--- src/rtl/ctpt_pkg.sv ---
// Package with the shared constants, codes and control types of the cubic trajectory block.
`default_nettype none

package ctpt_pkg;

    localparam int MAX_STEPS  = 65535;
    localparam int FRAC_BITS  = 16;
    localparam int RECIP_BITS = 24;

    localparam int POS_W   = 32;
    localparam int ANGLE_W = 31;
    localparam int DIFF_W  = POS_W + 1;
    localparam int STEPS_W = 16;
    localparam int COUNT_W = STEPS_W + 1;
    localparam int RECIP_W = RECIP_BITS + 1;
    localparam int U_W     = RECIP_BITS + 3;
    localparam int MUL_A_W = DIFF_W + 1;
    localparam int MUL_B_W = U_W + 1;
    localparam int PROD_W  = MUL_A_W + MUL_B_W;

    localparam int DIV_W     = DIFF_W;
    localparam int DIV_STEPS = DIV_W;
    localparam int DIV_CNT_W = $clog2(DIV_STEPS + 1);

    localparam logic [ANGLE_W-1:0] STEP_ANGLE_RESET = ANGLE_W'(64'd1 << FRAC_BITS);
    localparam logic [RECIP_W-1:0] RECIP_RESET      = RECIP_W'(64'd1 << RECIP_BITS);
    localparam logic [DIV_W-1:0]   RECIP_ONE        = DIV_W'(64'd1 << RECIP_BITS);
    localparam logic [STEPS_W-1:0] STEPS_MAX        = STEPS_W'(MAX_STEPS);
    localparam logic [COUNT_W-1:0] COUNT_RESET      = COUNT_W'(2);
    localparam logic [DIV_CNT_W-1:0] DIV_CNT_INIT   = DIV_CNT_W'(DIV_STEPS);

    typedef enum logic {
        OP_START = 1'b0,
        OP_TICK  = 1'b1
    } ctpt_opcode_t;

    typedef enum logic [3:0] {
        ST_IDLE,
        ST_N_START,
        ST_N_WAIT,
        ST_R_START,
        ST_R_WAIT,
        ST_T_MUL,
        ST_T2_MUL,
        ST_T3_MUL,
        ST_U_CALC,
        ST_ACC_MUL,
        ST_SUM,
        ST_OUT
    } ctpt_state_t;

    typedef enum logic [1:0] {
        MUL_T,
        MUL_T2,
        MUL_T3,
        MUL_ACC
    } ctpt_mul_op_t;

    typedef struct packed {
        logic         load_move;
        logic         div_start;
        logic         div_recip;
        logic         take_n;
        logic         take_r;
        logic         mul_go;
        ctpt_mul_op_t mul_op;
        logic         take_u;
        logic         take_sum;
        logic         hold_goal;
        logic         out_load;
    } ctpt_cmd_t;

    typedef struct packed {
        logic div_done;
        logic zero_angle;
        logic move_active;
        logic final_step;
    } ctpt_status_t;

endpackage

`default_nettype wire

--- src/rtl/ctpt_in_if.sv ---
// Input channel interface: valid, ready and the fields of one input item.
`default_nettype none

interface ctpt_in_if;
    logic                                valid;
    logic                                ready;
    logic                                opcode;
    logic signed [ctpt_pkg::POS_W-1:0]   start_position;
    logic signed [ctpt_pkg::POS_W-1:0]   goal_position;

    modport source (
        output valid,
        input  ready,
        output opcode,
        output start_position,
        output goal_position
    );

    modport sink (
        input  valid,
        output ready,
        input  opcode,
        input  start_position,
        input  goal_position
    );
endinterface

`default_nettype wire

--- src/rtl/ctpt_out_if.sv ---
// Output channel interface: valid, ready and the fields of one result item.
`default_nettype none

interface ctpt_out_if;
    logic                                valid;
    logic                                ready;
    logic signed [ctpt_pkg::POS_W-1:0]   setpoint;
    logic                                complete;

    modport source (
        output valid,
        input  ready,
        output setpoint,
        output complete
    );

    modport sink (
        input  valid,
        output ready,
        input  setpoint,
        input  complete
    );
endinterface

`default_nettype wire

--- src/rtl/ctpt_div.sv ---
// Restoring unsigned divider that produces one quotient bit per cycle.
`default_nettype none

module ctpt_div (
    input  wire logic                             clk,
    input  wire logic                             rst_n,
    input  wire logic                             start,
    input  wire logic [ctpt_pkg::DIV_W-1:0]       dividend,
    input  wire logic [ctpt_pkg::ANGLE_W-1:0]     divisor,
    output logic      [ctpt_pkg::DIV_W-1:0]       quotient,
    output logic                                  done
);

    logic [ctpt_pkg::DIV_CNT_W-1:0] cnt_reg, cnt_next;
    logic                           done_reg, done_next;
    logic [ctpt_pkg::DIV_W-1:0]     quo_reg, quo_next;
    logic [ctpt_pkg::ANGLE_W-1:0]   rem_reg, rem_next;
    logic [ctpt_pkg::ANGLE_W-1:0]   dvs_reg, dvs_next;

    logic [ctpt_pkg::ANGLE_W:0]     shifted;
    logic [ctpt_pkg::ANGLE_W:0]     trial;
    logic                           fits;
    logic                           busy;

    assign busy    = (cnt_reg != '0);
    assign shifted = {rem_reg, quo_reg[ctpt_pkg::DIV_W-1]};
    assign trial   = shifted - {1'b0, dvs_reg};
    assign fits    = (shifted >= {1'b0, dvs_reg});

    always_comb
    begin
        cnt_next  = cnt_reg;
        quo_next  = quo_reg;
        rem_next  = rem_reg;
        dvs_next  = dvs_reg;
        done_next = 1'b0;
        if (start)
        begin
            cnt_next = ctpt_pkg::DIV_CNT_INIT;
            quo_next = dividend;
            rem_next = '0;
            dvs_next = divisor;
        end
        else if (busy)
        begin
            cnt_next  = cnt_reg - 1'b1;
            quo_next  = {quo_reg[ctpt_pkg::DIV_W-2:0], fits};
            rem_next  = fits ? trial[ctpt_pkg::ANGLE_W-1:0] : shifted[ctpt_pkg::ANGLE_W-1:0];
            done_next = (cnt_reg == ctpt_pkg::DIV_CNT_W'(1));
        end
    end

    always_ff @(posedge clk or negedge rst_n)
    begin
        if (!rst_n)
        begin
            cnt_reg  <= '0;
            done_reg <= 1'b0;
        end
        else
        begin
            cnt_reg  <= cnt_next;
            done_reg <= done_next;
        end
    end

    always_ff @(posedge clk)
    begin
        quo_reg <= quo_next;
        rem_reg <= rem_next;
        dvs_reg <= dvs_next;
    end

    assign quotient = quo_reg;
    assign done     = done_reg;

`ifndef SYNTH
    a_no_restart: assert property (@(posedge clk) disable iff (!rst_n)
        start |-> !busy)
        else $error("divider started while a division is running");
`endif

endmodule

`default_nettype wire

--- src/rtl/ctpt_datapath.sv ---
// Datapath: move state, step-angle register, shared multiplier, divider and output payload.
`default_nettype none

module ctpt_datapath (
    input  wire logic                                clk,
    input  wire logic                                rst_n,
    input  wire logic                                cfg_write_en,
    input  wire logic        [ctpt_pkg::ANGLE_W-1:0] cfg_write_data,
    input  wire logic signed [ctpt_pkg::POS_W-1:0]   start_position,
    input  wire logic signed [ctpt_pkg::POS_W-1:0]   goal_position,
    input  wire ctpt_pkg::ctpt_cmd_t                 cmd,
    output ctpt_pkg::ctpt_status_t                   status,
    output logic signed      [ctpt_pkg::POS_W-1:0]   setpoint,
    output logic                                     complete
);

    // Architectural move state.
    logic        [ctpt_pkg::ANGLE_W-1:0] angle_reg;
    logic signed [ctpt_pkg::DIFF_W-1:0]  diff_reg;
    logic        [ctpt_pkg::DIFF_W-1:0]  mag_reg;
    logic signed [ctpt_pkg::POS_W-1:0]   start_hold_reg;
    logic signed [ctpt_pkg::POS_W-1:0]   goal_hold_reg;
    logic        [ctpt_pkg::STEPS_W-1:0] total_steps_reg, total_steps_next;
    logic        [ctpt_pkg::RECIP_W-1:0] step_recip_reg;
    logic        [ctpt_pkg::COUNT_W-1:0] step_count_reg;
    logic signed [ctpt_pkg::POS_W-1:0]   held_reg, held_next;

    // Evaluation scratch registers.
    logic signed [ctpt_pkg::PROD_W-1:0]  prod_reg;
    logic        [ctpt_pkg::RECIP_W-1:0] t_reg;
    logic        [ctpt_pkg::RECIP_W-1:0] t2_reg;
    logic signed [ctpt_pkg::U_W-1:0]     u_reg;
    logic signed [ctpt_pkg::POS_W-1:0]   setpoint_reg;
    logic                                complete_reg;

    logic signed [ctpt_pkg::DIFF_W-1:0]  diff_in;
    logic        [ctpt_pkg::DIFF_W-1:0]  mag_in;

    logic        [ctpt_pkg::DIV_W-1:0]   div_dividend;
    logic        [ctpt_pkg::ANGLE_W-1:0] div_divisor;
    logic        [ctpt_pkg::DIV_W-1:0]   div_quotient;
    logic                                div_done;

    logic signed [ctpt_pkg::MUL_A_W-1:0] mul_a;
    logic signed [ctpt_pkg::MUL_B_W-1:0] mul_b;
    logic signed [ctpt_pkg::PROD_W-1:0]  prod_full;
    logic        [ctpt_pkg::RECIP_W-1:0] prod_low;
    logic        [ctpt_pkg::RECIP_W-1:0] prod_mid;

    logic signed [ctpt_pkg::U_W:0]       u_wide;
    logic signed [ctpt_pkg::PROD_W-ctpt_pkg::RECIP_BITS-1:0] acc_floor;
    logic signed [ctpt_pkg::PROD_W-ctpt_pkg::RECIP_BITS:0]   sum_wide;
    logic signed [ctpt_pkg::POS_W-1:0]   sum_sat;
    logic                                zero_angle;

    assign diff_in = $signed({start_position[ctpt_pkg::POS_W-1], start_position})
                   - $signed({goal_position[ctpt_pkg::POS_W-1], goal_position});
    assign mag_in  = diff_in[ctpt_pkg::DIFF_W-1] ? (ctpt_pkg::DIFF_W'(0) - diff_in) : diff_in;

    assign zero_angle = (angle_reg == '0);

    // Divider operands: the move distance over the step angle, then one over the step count.
    assign div_dividend = cmd.div_recip ? ctpt_pkg::RECIP_ONE : mag_reg;
    assign div_divisor  = cmd.div_recip
                        ? {{(ctpt_pkg::ANGLE_W-ctpt_pkg::STEPS_W){1'b0}}, total_steps_reg}
                        : angle_reg;

    ctpt_div u_div (
        .clk      (clk),
        .rst_n    (rst_n),
        .start    (cmd.div_start),
        .dividend (div_dividend),
        .divisor  (div_divisor),
        .quotient (div_quotient),
        .done     (div_done)
    );

    always_comb
    begin
        if (zero_angle)
            total_steps_next = ctpt_pkg::STEPS_MAX;
        else if (div_quotient == '0)
            total_steps_next = ctpt_pkg::STEPS_W'(1);
        else if (div_quotient > {{(ctpt_pkg::DIV_W-ctpt_pkg::STEPS_W){1'b0}},
                                 ctpt_pkg::STEPS_MAX})
            total_steps_next = ctpt_pkg::STEPS_MAX;
        else
            total_steps_next = div_quotient[ctpt_pkg::STEPS_W-1:0];
    end

    assign prod_low = prod_reg[ctpt_pkg::RECIP_W-1:0];
    assign prod_mid = prod_reg[ctpt_pkg::RECIP_BITS+ctpt_pkg::RECIP_W-1:ctpt_pkg::RECIP_BITS];

    // One shared signed multiplier; every product lands in prod_reg.
    always_comb
    begin
        case (cmd.mul_op)
            ctpt_pkg::MUL_T:
            begin
                mul_a = $signed({{(ctpt_pkg::MUL_A_W-ctpt_pkg::COUNT_W){1'b0}}, step_count_reg});
                mul_b = $signed({{(ctpt_pkg::MUL_B_W-ctpt_pkg::RECIP_W){1'b0}}, step_recip_reg});
            end
            ctpt_pkg::MUL_T2:
            begin
                mul_a = $signed({{(ctpt_pkg::MUL_A_W-ctpt_pkg::RECIP_W){1'b0}}, prod_low});
                mul_b = $signed({{(ctpt_pkg::MUL_B_W-ctpt_pkg::RECIP_W){1'b0}}, prod_low});
            end
            ctpt_pkg::MUL_T3:
            begin
                mul_a = $signed({{(ctpt_pkg::MUL_A_W-ctpt_pkg::RECIP_W){1'b0}}, prod_mid});
                mul_b = $signed({{(ctpt_pkg::MUL_B_W-ctpt_pkg::RECIP_W){1'b0}}, t_reg});
            end
            ctpt_pkg::MUL_ACC:
            begin
                mul_a = $signed({diff_reg[ctpt_pkg::DIFF_W-1], diff_reg});
                mul_b = $signed({u_reg[ctpt_pkg::U_W-1], u_reg});
            end
            default:
            begin
                mul_a = '0;
                mul_b = '0;
            end
        endcase
    end

    assign prod_full = mul_a * mul_b;

    // The two cubic terms share the move difference: a*t3 + b*t2 = diff*(2*t3 - 3*t2).
    assign u_wide = $signed({2'b00, prod_mid, 1'b0})
                  - $signed({3'b000, t2_reg})
                  - $signed({2'b00, t2_reg, 1'b0});

    assign acc_floor = prod_reg[ctpt_pkg::PROD_W-1:ctpt_pkg::RECIP_BITS];
    assign sum_wide  = $signed({acc_floor[ctpt_pkg::PROD_W-ctpt_pkg::RECIP_BITS-1], acc_floor})
                     + $signed({{(ctpt_pkg::PROD_W-ctpt_pkg::RECIP_BITS-ctpt_pkg::POS_W+1)
                                 {start_hold_reg[ctpt_pkg::POS_W-1]}}, start_hold_reg});

    always_comb
    begin
        if (sum_wide[ctpt_pkg::PROD_W-ctpt_pkg::RECIP_BITS:ctpt_pkg::POS_W-1] == '0
            || sum_wide[ctpt_pkg::PROD_W-ctpt_pkg::RECIP_BITS:ctpt_pkg::POS_W-1] == '1)
            sum_sat = sum_wide[ctpt_pkg::POS_W-1:0];
        else if (sum_wide[ctpt_pkg::PROD_W-ctpt_pkg::RECIP_BITS])
            sum_sat = {1'b1, {(ctpt_pkg::POS_W-1){1'b0}}};
        else
            sum_sat = {1'b0, {(ctpt_pkg::POS_W-1){1'b1}}};
    end

    always_comb
    begin
        held_next = held_reg;
        if (cmd.load_move)
            held_next = start_position;
        else if (cmd.hold_goal)
            held_next = goal_hold_reg;
        else if (cmd.take_sum)
            held_next = sum_sat;
    end

    always_ff @(posedge clk or negedge rst_n)
    begin
        if (!rst_n)
        begin
            angle_reg       <= ctpt_pkg::STEP_ANGLE_RESET;
            diff_reg        <= '0;
            mag_reg         <= '0;
            start_hold_reg  <= '0;
            goal_hold_reg   <= '0;
            total_steps_reg <= ctpt_pkg::STEPS_W'(1);
            step_recip_reg  <= ctpt_pkg::RECIP_RESET;
            step_count_reg  <= ctpt_pkg::COUNT_RESET;
            held_reg        <= '0;
        end
        else
        begin
            if (cfg_write_en)
                angle_reg <= cfg_write_data;
            if (cmd.load_move)
            begin
                diff_reg       <= diff_in;
                mag_reg        <= mag_in;
                start_hold_reg <= start_position;
                goal_hold_reg  <= goal_position;
                step_count_reg <= '0;
            end
            else if (cmd.hold_goal || cmd.take_sum)
                step_count_reg <= step_count_reg + 1'b1;
            if (cmd.take_n)
                total_steps_reg <= total_steps_next;
            if (cmd.take_r)
                step_recip_reg <= div_quotient[ctpt_pkg::RECIP_W-1:0];
            held_reg <= held_next;
        end
    end

    always_ff @(posedge clk)
    begin
        if (cmd.mul_go)
            prod_reg <= prod_full;
        if (cmd.mul_go && cmd.mul_op == ctpt_pkg::MUL_T2)
            t_reg <= prod_low;
        if (cmd.mul_go && cmd.mul_op == ctpt_pkg::MUL_T3)
            t2_reg <= prod_mid;
        if (cmd.take_u)
            u_reg <= u_wide[ctpt_pkg::U_W-1:0];
        if (cmd.out_load)
        begin
            setpoint_reg <= held_reg;
            complete_reg <= !status.move_active;
        end
    end

    assign status.div_done    = div_done;
    assign status.zero_angle  = zero_angle;
    assign status.move_active = (step_count_reg <= {1'b0, total_steps_reg});
    assign status.final_step  = (step_count_reg == {1'b0, total_steps_reg});

    assign setpoint = setpoint_reg;
    assign complete = complete_reg;

`ifndef SYNTH
    a_step_bound: assert property (@(posedge clk) disable iff (!rst_n)
        step_count_reg <= ({1'b0, total_steps_reg} + 1'b1))
        else $error("step count ran past the end of the move");

    a_recip_range: assert property (@(posedge clk) disable iff (!rst_n)
        (step_recip_reg != '0) && (step_recip_reg <= ctpt_pkg::RECIP_RESET))
        else $error("step reciprocal out of range");
`endif

endmodule

`default_nettype wire

--- src/rtl/ctpt_ctrl.sv ---
// Controller state machine that sequences move setup, curve evaluation and result handoff.
`default_nettype none

module ctpt_ctrl (
    input  wire logic                   clk,
    input  wire logic                   rst_n,
    input  wire logic                   in_valid,
    input  wire logic                   in_opcode,
    output logic                        in_ready,
    output logic                        out_valid,
    input  wire logic                   out_ready,
    input  wire ctpt_pkg::ctpt_status_t status,
    output ctpt_pkg::ctpt_cmd_t         cmd
);

    ctpt_pkg::ctpt_state_t state_reg, state_next;
    logic                  out_valid_reg, out_valid_next;

    always_ff @(posedge clk or negedge rst_n)
    begin
        if (!rst_n)
        begin
            state_reg     <= ctpt_pkg::ST_IDLE;
            out_valid_reg <= 1'b0;
        end
        else
        begin
            state_reg     <= state_next;
            out_valid_reg <= out_valid_next;
        end
    end

    always_comb
    begin
        state_next = state_reg;
        cmd        = '0;
        in_ready   = 1'b0;
        case (state_reg)
            ctpt_pkg::ST_IDLE:
            begin
                in_ready = 1'b1;
                if (in_valid)
                begin
                    if (in_opcode == ctpt_pkg::OP_START)
                    begin
                        cmd.load_move = 1'b1;
                        state_next    = ctpt_pkg::ST_N_START;
                    end
                    else if (!status.move_active)
                        state_next = ctpt_pkg::ST_OUT;
                    else if (status.final_step)
                    begin
                        cmd.hold_goal = 1'b1;
                        state_next    = ctpt_pkg::ST_OUT;
                    end
                    else
                        state_next = ctpt_pkg::ST_T_MUL;
                end
            end
            ctpt_pkg::ST_N_START:
            begin
                cmd.div_start = !status.zero_angle;
                state_next    = ctpt_pkg::ST_N_WAIT;
            end
            ctpt_pkg::ST_N_WAIT:
            begin
                if (status.zero_angle || status.div_done)
                begin
                    cmd.take_n = 1'b1;
                    state_next = ctpt_pkg::ST_R_START;
                end
            end
            ctpt_pkg::ST_R_START:
            begin
                cmd.div_start = 1'b1;
                cmd.div_recip = 1'b1;
                state_next    = ctpt_pkg::ST_R_WAIT;
            end
            ctpt_pkg::ST_R_WAIT:
            begin
                if (status.div_done)
                begin
                    cmd.take_r = 1'b1;
                    state_next = ctpt_pkg::ST_IDLE;
                end
            end
            ctpt_pkg::ST_T_MUL:
            begin
                cmd.mul_go = 1'b1;
                cmd.mul_op = ctpt_pkg::MUL_T;
                state_next = ctpt_pkg::ST_T2_MUL;
            end
            ctpt_pkg::ST_T2_MUL:
            begin
                cmd.mul_go = 1'b1;
                cmd.mul_op = ctpt_pkg::MUL_T2;
                state_next = ctpt_pkg::ST_T3_MUL;
            end
            ctpt_pkg::ST_T3_MUL:
            begin
                cmd.mul_go = 1'b1;
                cmd.mul_op = ctpt_pkg::MUL_T3;
                state_next = ctpt_pkg::ST_U_CALC;
            end
            ctpt_pkg::ST_U_CALC:
            begin
                cmd.take_u = 1'b1;
                state_next = ctpt_pkg::ST_ACC_MUL;
            end
            ctpt_pkg::ST_ACC_MUL:
            begin
                cmd.mul_go = 1'b1;
                cmd.mul_op = ctpt_pkg::MUL_ACC;
                state_next = ctpt_pkg::ST_SUM;
            end
            ctpt_pkg::ST_SUM:
            begin
                cmd.take_sum = 1'b1;
                state_next   = ctpt_pkg::ST_OUT;
            end
            ctpt_pkg::ST_OUT:
            begin
                if (!out_valid_reg || out_ready)
                begin
                    cmd.out_load = 1'b1;
                    state_next   = ctpt_pkg::ST_IDLE;
                end
            end
            default:
            begin
                state_next = ctpt_pkg::ST_IDLE;
            end
        endcase
    end

    always_comb
    begin
        out_valid_next = out_valid_reg;
        if (cmd.out_load)
            out_valid_next = 1'b1;
        else if (out_ready)
            out_valid_next = 1'b0;
    end

    assign out_valid = out_valid_reg;

`ifndef SYNTH
    a_done_when_waiting: assert property (@(posedge clk) disable iff (!rst_n)
        status.div_done |-> (state_reg == ctpt_pkg::ST_N_WAIT
                             || state_reg == ctpt_pkg::ST_R_WAIT))
        else $error("division finished while the controller was not waiting for it");

    a_load_keeps_valid: assert property (@(posedge clk) disable iff (!rst_n)
        cmd.out_load |=> out_valid_reg)
        else $error("result loaded but not presented");
`endif

endmodule

`default_nettype wire

--- src/rtl/cubic_point_to_point_trajectory.sv ---
// Top level of the cubic point-to-point trajectory interpolator.
`default_nettype none

// Cubic point-to-point trajectory interpolator with zero end velocities. A start item
// (opcode 0) loads a move from start_position to goal_position, both signed Q15.16,
// and produces no result. The block then finds the step count N as the move distance
// divided by the step angle, clamped to 1..65535, and a Q1.24 reciprocal of N. Each tick
// item (opcode 1) returns one result item: the setpoint on the cubic curve at the next
// step and a complete flag. The last step returns exactly the target, and once the
// move is complete further ticks return that final position with complete set.
// A start item occupies the block for two passes through a one-bit-per-cycle
// divider of 33 steps each; with a zero step angle the first pass is skipped and N
// is 65535. A tick that evaluates the curve goes through one shared multiplier (step
// times reciprocal, square, cube, then the coefficient product) and a final add with
// saturation; a tick on the last step or after completion skips both. Input items
// are taken one at a time; the result sits in an output register, so the next item
// is accepted while an earlier result still waits. A new result is held in the last
// state until the output register is free. The step angle register resets to 1.0
// and may be written only while the block is idle.
module cubic_point_to_point_trajectory (
    input  wire logic                             clk,
    input  wire logic                             rst_n,
    input  wire logic                             cfg_write_en,
    input  wire logic [ctpt_pkg::ANGLE_W-1:0]     cfg_write_data,
    ctpt_in_if.sink                               in_chan,
    ctpt_out_if.source                            out_chan
);

    // Command and status buses between the sequencer and the arithmetic.
    ctpt_pkg::ctpt_cmd_t    cmd;
    ctpt_pkg::ctpt_status_t status;

    logic                               in_ready;
    logic                               out_valid;
    logic signed [ctpt_pkg::POS_W-1:0]  setpoint;
    logic                               complete;

    // The controller decides when an item is taken and when a result is presented.
    ctpt_ctrl u_ctrl (
        .clk       (clk),
        .rst_n     (rst_n),
        .in_valid  (in_chan.valid),
        .in_opcode (in_chan.opcode),
        .in_ready  (in_ready),
        .out_valid (out_valid),
        .out_ready (out_chan.ready),
        .status    (status),
        .cmd       (cmd)
    );

    // The datapath holds the move, the divider and the multiplier, and the result payload.
    ctpt_datapath u_datapath (
        .clk             (clk),
        .rst_n           (rst_n),
        .cfg_write_en    (cfg_write_en),
        .cfg_write_data  (cfg_write_data),
        .start_position  (in_chan.start_position),
        .goal_position   (in_chan.goal_position),
        .cmd             (cmd),
        .status          (status),
        .setpoint        (setpoint),
        .complete        (complete)
    );

    assign in_chan.ready     = in_ready;
    assign out_chan.valid    = out_valid;
    assign out_chan.setpoint = setpoint;
    assign out_chan.complete = complete;

endmodule

`default_nettype wire

--- src/flat_wrapper.sv ---
// flat-port wrapper written by rule: the top's interface ports become plain ports
module cubic_point_to_point_trajectory_flat 
  (clk, rst_n, cfg_write_en, cfg_write_data, in_chan_valid, in_chan_ready, in_chan_opcode, in_chan_start_position, in_chan_goal_position, out_chan_valid, out_chan_ready, out_chan_setpoint, out_chan_complete);
  ctpt_in_if in_chan_i ();
  ctpt_out_if out_chan_i ();
  input  wire logic clk;
  input  wire logic rst_n;
  input  wire logic cfg_write_en;
  input  wire logic [ctpt_pkg::ANGLE_W-1:0] cfg_write_data;
  input wire logic [$bits(in_chan_i.valid)-1:0] in_chan_valid;
  output wire logic [$bits(in_chan_i.ready)-1:0] in_chan_ready;
  input wire logic [$bits(in_chan_i.opcode)-1:0] in_chan_opcode;
  input wire logic [$bits(in_chan_i.start_position)-1:0] in_chan_start_position;
  input wire logic [$bits(in_chan_i.goal_position)-1:0] in_chan_goal_position;
  output wire logic [$bits(out_chan_i.valid)-1:0] out_chan_valid;
  input wire logic [$bits(out_chan_i.ready)-1:0] out_chan_ready;
  output wire logic [$bits(out_chan_i.setpoint)-1:0] out_chan_setpoint;
  output wire logic [$bits(out_chan_i.complete)-1:0] out_chan_complete;
  assign in_chan_i.valid = in_chan_valid;
  assign in_chan_ready = in_chan_i.ready;
  assign in_chan_i.opcode = in_chan_opcode;
  assign in_chan_i.start_position = in_chan_start_position;
  assign in_chan_i.goal_position = in_chan_goal_position;
  assign out_chan_valid = out_chan_i.valid;
  assign out_chan_i.ready = out_chan_ready;
  assign out_chan_setpoint = out_chan_i.setpoint;
  assign out_chan_complete = out_chan_i.complete;
  cubic_point_to_point_trajectory u_core (.clk(clk), .rst_n(rst_n), .cfg_write_en(cfg_write_en), .cfg_write_data(cfg_write_data), .in_chan(in_chan_i), .out_chan(out_chan_i));
endmodule
--- config.mk ---
export PLATFORM = sky130hd
export DESIGN_NAME = cubic_point_to_point_trajectory_flat
export DESIGN_NICKNAME = d
export VERILOG_FILES = /design/src/rtl/ctpt_pkg.sv /design/src/rtl/ctpt_in_if.sv /design/src/rtl/ctpt_out_if.sv /design/src/rtl/ctpt_div.sv /design/src/rtl/ctpt_datapath.sv /design/src/rtl/ctpt_ctrl.sv /design/src/rtl/cubic_point_to_point_trajectory.sv /design/src/flat_wrapper.sv
export SDC_FILE = /design/constraint.sdc
export NUM_CORES = 2
export LEC_CHECK = 0
export BUFFER_PORTS_ARGS = -buffer_cell sky130_fd_sc_hd__clkbuf_2
export CELL_PAD_IN_SITES_DETAIL_PLACEMENT = 1
export CELL_PAD_IN_SITES_GLOBAL_PLACEMENT = 1
export CORE_MARGIN = 5
export CORE_UTILIZATION = 40
export CTS_BUF_LIST = sky130_fd_sc_hd__clkbuf_8
export DETAILED_ROUTE_END_ITERATION = 10
export PLACE_DENSITY_LB_ADDON = 0.3
export SLEW_MARGIN = 20
export SYNTH_ARGS = -nofsm -noshare
export SYNTH_HDL_FRONTEND = slang
export SYNTH_SLANG_ARGS = --single-unit
export TNS_END_PERCENT = 20
--- constraint.sdc ---
create_clock -name clk -period 9.41 [get_ports clk]
set_input_delay 0 -clock clk [delete_from_list [all_inputs] [get_ports clk]]
set_output_delay 0 -clock clk [all_outputs]
set_load 0.005 [all_outputs]
# [Word level (Yosys, flattened, before mapping)]
# Cells that the tools add are included.
[classes] add_sub_neg=8 mul=1 div=0 magnitude_cmp=3 eq_ne=21 shifts=0 muxes=52 bitwise_logic=0 reduce_logical=20
[ops] operator="$mux 32" n=5
[ops] operator="$pmux 34 s4" n=1
[ops] operator="$mux 33" n=4
[ops] operator="$pmux 28 s4" n=1
[ops] operator="$mux 16" n=4
[ops] operator="$mul 34x28->62" n=1
[ops] operator="$pmux 4 s12" n=1
[ops] operator="$add 38x32->39" n=1
[ops] operator="$mux 17" n=2
[ops] operator="$gt 33x16->1 const B" n=1
[ops] operator="$logic_not 33->1" n=1
[ops] operator="$sub 1x33->33 const A" n=1
[ops] operator="$sub 32x32->33" n=1
[ops] operator="$ge 32x31->1" n=1
[ops] operator="$logic_not 31->1" n=1
[ops] operator="$mux 31" n=1
[ops] operator="$sub 31x31->31" n=1
[ops] operator="$mux 4" n=7
[ops] operator="$sub 26x25->27" n=1
[ops] operator="$sub 27x27->27" n=1
[ops] operator="$mux 1" n=22
[ops] operator="$add 17x1->17 const B" n=1
[ops] operator="$eq 17x16->1" n=1
[ops] operator="$le 17x16->1" n=1
[ops] operator="23 further kinds" n=43
[word_totals] reg_bits=530 latchBits=0 ram_bits=0 mem_bits_ro=0 input_bits=101 wordCells=128 memories=0

# [Depth between registers and ports, before layout]
[depth] ltp_word=9 ltp_mapped=38 mapped_depth_nobuf=32

# [Modules after synthesis]
# Synthesis repeated with hierarchy kept, for this count alone.
[unflattened] hier_cells=6357 hier_area_um2=61815.5
[by_module_without_submodules] module="ctpt_datapath" instances=1 cells_each=5740 area_each_um2=55647.1 seq_area_each_um2=11426.0
[by_module_without_submodules] module="ctpt_div" instances=1 cells_each=547 area_each_um2=5659.2 seq_area_each_um2=2717.6
[by_module_without_submodules] module="ctpt_ctrl" instances=1 cells_each=70 area_each_um2=509.2 seq_area_each_um2=125.1

# [Least setup slack after synthesis]
# OpenSTA, ideal clock, no wires.
[synth_timing] kind="register -> register" from="reg u_core.u_ctrl.state_reg[3]" to="reg u_core.u_datapath.prod_reg[61] (netlist name) (data pin)" setup_time_ns=0.266 arrival_ns=9.483 path_slack_ns=-0.339 stages_incl_launch_ff=37 n_path_buf=5 synth_period_minus_slack_ns=9.749 path_cell_list="dfrtp_1 > clkbuf_1 > nor2b_1 > and3_1 > clkbuf_1 > clkbuf_1 > buf_1 > nand2_1 > nand2_1 > a21o_1 > clkbuf_1 > nand2_1 > fa_1 > inv_1 > fa_1 > fa_1 > inv_1 > fa_1 > inv_1 > fa_1 > inv_1 > fa_1 > inv_1 > fa_1 > ha_1 > ha_1 > nand3_1 > nor2_1 > o221a_2 > nor4_1 > o21ai_0 > a21oi_1 > o21ai_0 > a221o_1 > a21oi_1 > mux2i_1 > nand4_1"
[synth_between] elab_chain_len=5 elab_cells_between_ends=12 classes_between="mul: 1; eq/ne: 7; mux: 3; reduce/logical: 1"
[synth_rtl] item="from (decl)" line_no="ctpt_ctrl.sv:16" rtl="ctpt_pkg::ctpt_state_t state_reg, state_next;"
[synth_rtl] item="from (signal assigned)" line_no="ctpt_ctrl.sv:23" rtl="state_reg <= ctpt_pkg::ST_IDLE;"
[synth_rtl] item="from (signal assigned)" line_no="ctpt_ctrl.sv:28" rtl="state_reg <= state_next;"
[synth_rtl] item="$eq 4x4->1 / $eq 4x3->1 (equally long branches)" line_no="ctpt_ctrl.sv:38" rtl="case (state_reg)"
[synth_rtl] item="$pmux 3 s4 (*)" line_no="ctpt_ctrl.sv:38"
[synth_rtl] item="$eq 2x2->1, or another cell as far along" line_no="ctpt_datapath.sv:97" rtl="case (cmd.mul_op)"
[synth_rtl] item="$pmux 34 s4 / $pmux 28 s4 (equally long branches)" line_no="ctpt_datapath.sv:97"
[synth_rtl] item="$mul 34x28->62 (*)" line_no="ctpt_datapath.sv:126" rtl="assign prod_full = mul_a * mul_b;"
[synth_rtl] item="net u_core.u_datapath.prod_full (one bit)" line_no="ctpt_datapath.sv:46" rtl="logic signed [ctpt_pkg::PROD_W-1:0] prod_full;"
[synth_rtl] item="to (signal assigned)" line_no="ctpt_datapath.sv:199" rtl="prod_reg <= prod_full;"
[synth_rtl] item="to (decl)" line_no="ctpt_datapath.sv:29" rtl="logic signed [ctpt_pkg::PROD_W-1:0] prod_reg;"
# Mark *: on every way through the listed nets, which the timed path passes. The rest lies on a longest branch.
# A chain may end at the register's enable or synchronous reset.

# [Worst setup path after layout]
[layout_timing] from="reg u_core.u_ctrl.state_reg[1]" to="reg u_core.u_datapath.prod_reg[58] (netlist name) (data pin)"
# The elaborated chain is that of the path after synthesis.

==> results.md <==
- Num ports: 136
- 1st-iter DRT viols: roughly 3600
- Post-synth ARST share: 0.495
- Area of the multi-input gates: between 40000 and 50000 um^2
- Post-DR vias/cell: around 5.5
- Finished Core Util: 0.456
- Lkg Pwr: approximately 0.034 uW
- Final setup fails: 0
- Number of synthesized flops with an enable pin: around 240
- H-Tree Depth: 3
- Core area: between 150000 and 200000 um^2
- Cell count after synthesis: around 6600
- DRT antenna net count: 0
- WP data required: around 9.9 ns
- Final WL: 227000 um
- Share of layout cells above drive strength 1: 0.111
- CP endpoint kind: register
- Die area: approximately 160000 um^2
- Layout fillers: approximately 18000
- Mapped Nets: between 8000 and 9000
- GP Congestion: a little under 1
- Met2 WL: about 110000 um
- Slowest cell on crit path: fa_2
- Critical Path Fanout Max: 48
- Vias: just under 50000
- Sequential Area: about 14000 um^2
- CTS tree: done
- Max FFs per register: 62
- Largest net degree at the start of global routing: 87
- First-pass GRT wire length: around 350000 um
- Met3 Routed Length: about 14000 um
- Clk_lat worst skew: around 0.76 ns
- Clk buf depth: 3
- CTS Buf Count: 85
- Crit share post-route: 0.973
- Total GRT Usage: 0.281
- Ys flop type: dfrtp_1
- Clock-pin slew on the worst setup and hold paths: 0.06 ns
- Clk_skew: 0.0268 ns
- DR WL/cell: ~25 um
- Crit path largest cell delay: 0.66 ns
- Startpoint types: register
- Final hold vios: 0
- Cell Area, Synth: around 62000 um^2
- Die X: 403 um
- Status: completed
- GRT overflow: 0
- Avg Cell Area, Syn: roughly 9.3 um^2
- Final Slew Violations: 0
- Dpl hpwl: around 180000 um
- Initial antenna violation count: 8
- Met1 Routed Length: a little under 100000 um
- Reported max-cap violation count: 0
- Most frequent cells in the layout: inv_1, fa_1, nand2_1
- Drt pass-1 iters: 7
- Initial Util: 0.401
- Pwr/cell area: roughly 260 nW/um^2
- Maximum VDD drop: about 0.19 mV
- Final Critical Period: 9.16 ns
- Hold Path Class: in2reg
- Clock sinks: 529
- RSZ-0062 raised after global routing: yes
- Worst Path Buf+Inv: 4
- I/O Buffers: around 140
- DRC: 0
- Root buffer cell: clkbuf_8
- # rows: approximately 140
- CP Class: reg2reg
- CP most frequent cell: fa_1
- Vias in the first global route: about 55000
- Ys Warns: 0
- Family with the most delay on the worst path: adder cells
- Nets: between 8000 and 9000
- Max Used Layer: met4
- Commonest non-fill, non-tap cell in the layout: inv_1
- DIE HEIGHT: approximately 400 um
- Share of the yosys chip area belonging to registers: 0.231
- Synthesis-stage register bit count: about 530
- P&R area growth vs syn: 13.6%
- Slew headroom: 0.253
- Count of cell types in the netlist: 94
- Fmax: around 110 MHz
- Critical Path AT: a little under 10 ns
- Slew @ Worst Pin: about 1.1 ns
- Hold Slack: 0.0591 ns
==> synthesized netlist by cell type (18+ instances only) <==
cell type,instances,share of area
xnor2_1,120,0.017
nand2b_1,50,0.0051
ha_1,347,0.070
fa_1,986,0.32
mux2_2,59,0.011
nor2_1,697,0.042
dfxtp_1,31,0.010
a21oi_1,255,0.021
dfrtp_1,258,0.10
mux2i_1,34,0.0055
a21o_1,105,0.013
nand4_1,37,0.0037
inv_1,1054,0.064
xor2_1,87,0.012
nand3_1,67,0.0054
edfxtp_1,236,0.11
a211oi_1,35,0.0043
a31oi_1,57,0.0058
o21bai_1,18,0.0022
nor4_1,32,0.0032
clkbuf_1,257,0.016
and2_1,54,0.0055
o21ai_0,223,0.018
and3_1,44,0.0045
a222oi_1,34,0.0055
or2_2,18,0.0018
or3_1,20,0.0020
nand2_1,961,0.058
o21ai_1,24,0.0019
a22oi_1,23,0.0028
nor3_1,43,0.0035
o21a_1,83,0.010
buf_1,22,0.0013
nor2b_1,29,0.0029
==> routing by layer <==
layer | track usage | up-vias
met5 | 0 | -
met1 | 0.381 | 25900
met2 | 0.464 | 1536
met3 | 0.0431 | 356
li1 | - | 21900
met4 | 0.0916 | 0
==> worst paths after layout <==
kind / start / cells past startpoint / endpoint / slack (ns)
max reg2reg: u_core.u_ctrl.state_reg[1] / 30 / u_core.u_datapath.prod_reg[58] / 0.25
max: u_core.u_ctrl.state_reg[1] / 30 / u_core.u_datapath.prod_reg[58] / 0.25
min in group asynchronous: rst_n / 3 / u_core.u_datapath.step_recip_reg[24] / 0.39
max in group asynchronous: rst_n / 4 / u_core.u_datapath.u_div.cnt_reg[0] / 8.13
min: in_chan_start_position[18] / 4 / u_core.u_datapath.start_hold_reg[18] / 0.06
min reg2reg: u_core.u_datapath.held_reg[12] / 0 / u_core.u_datapath.setpoint[12] / 0.45
==> power by group <==
group / switching [uW] / internal (uW) / leakage, uW
Clock: 1060 / 1050 / 0.000975
Combinational: 7440 / 4370 / 0.0273
Sequential: 837 / 3490 / 0.00581
Total: 9340 / 8910 / 0.0341
==> metrics by stage <==
stage	power [uW]	setup WS [ns]	std cells	instance area [um^2]	TNS (ns)
detailed placement	15800	-0.290	8806	66800	-0.735
CTS	18100	0.0180	9095	69900	0
floorplan	10900	0.0287	6614	61800	0
global route	19400	-0.0267	9112	70200	-0.0287
global placement	15500	-0.115	8806	66800	-0.149
finish	18200	0.255	9114	70200	0
==> final cells by class <==
class / count / share of cell area
timing repair buffer: 596 / 0.0715
inverter: 1056 / 0.0566
tap: 2044 / 0.0364
clock buffer: 99 / 0.0194
multi-input combinational: 4727 / 0.607
sequential: 529 / 0.203
antenna: 4 / 0.000143
clock inverter: 59 / 0.00521
==> kinds of logic after synthesis <==
family | after synthesis | synth area share
simple gates | 2088 | 0.143
flops | 529 | 0.231
fa+ha+maj | 1333 | 0.390
buf+inv | 1358 | 0.0832
mux | 94 | 0.0166
compound gates | 1003 | 0.106
xor+xnor | 209 | 0.0299
==> worst min-delay path: stages <==
cell and delay (ns):
dlygate4sd3_1 0.52, clkbuf_2 0.12, nand2_1 0.07, nand2_1 0.06
==> timing repair <==
action / 4_1_cts / 5_1_grt
hold endpoints to repair: 290 / 0
pin swaps: 0 / 15
buffers inserted: 1 / 14
resized for setup: 5 / 51
hold buffers: 130 / 0
endpoints found under the setup margin: 6 / 16
cloned: 0 / 1
(Power assumes the default switching activity.)
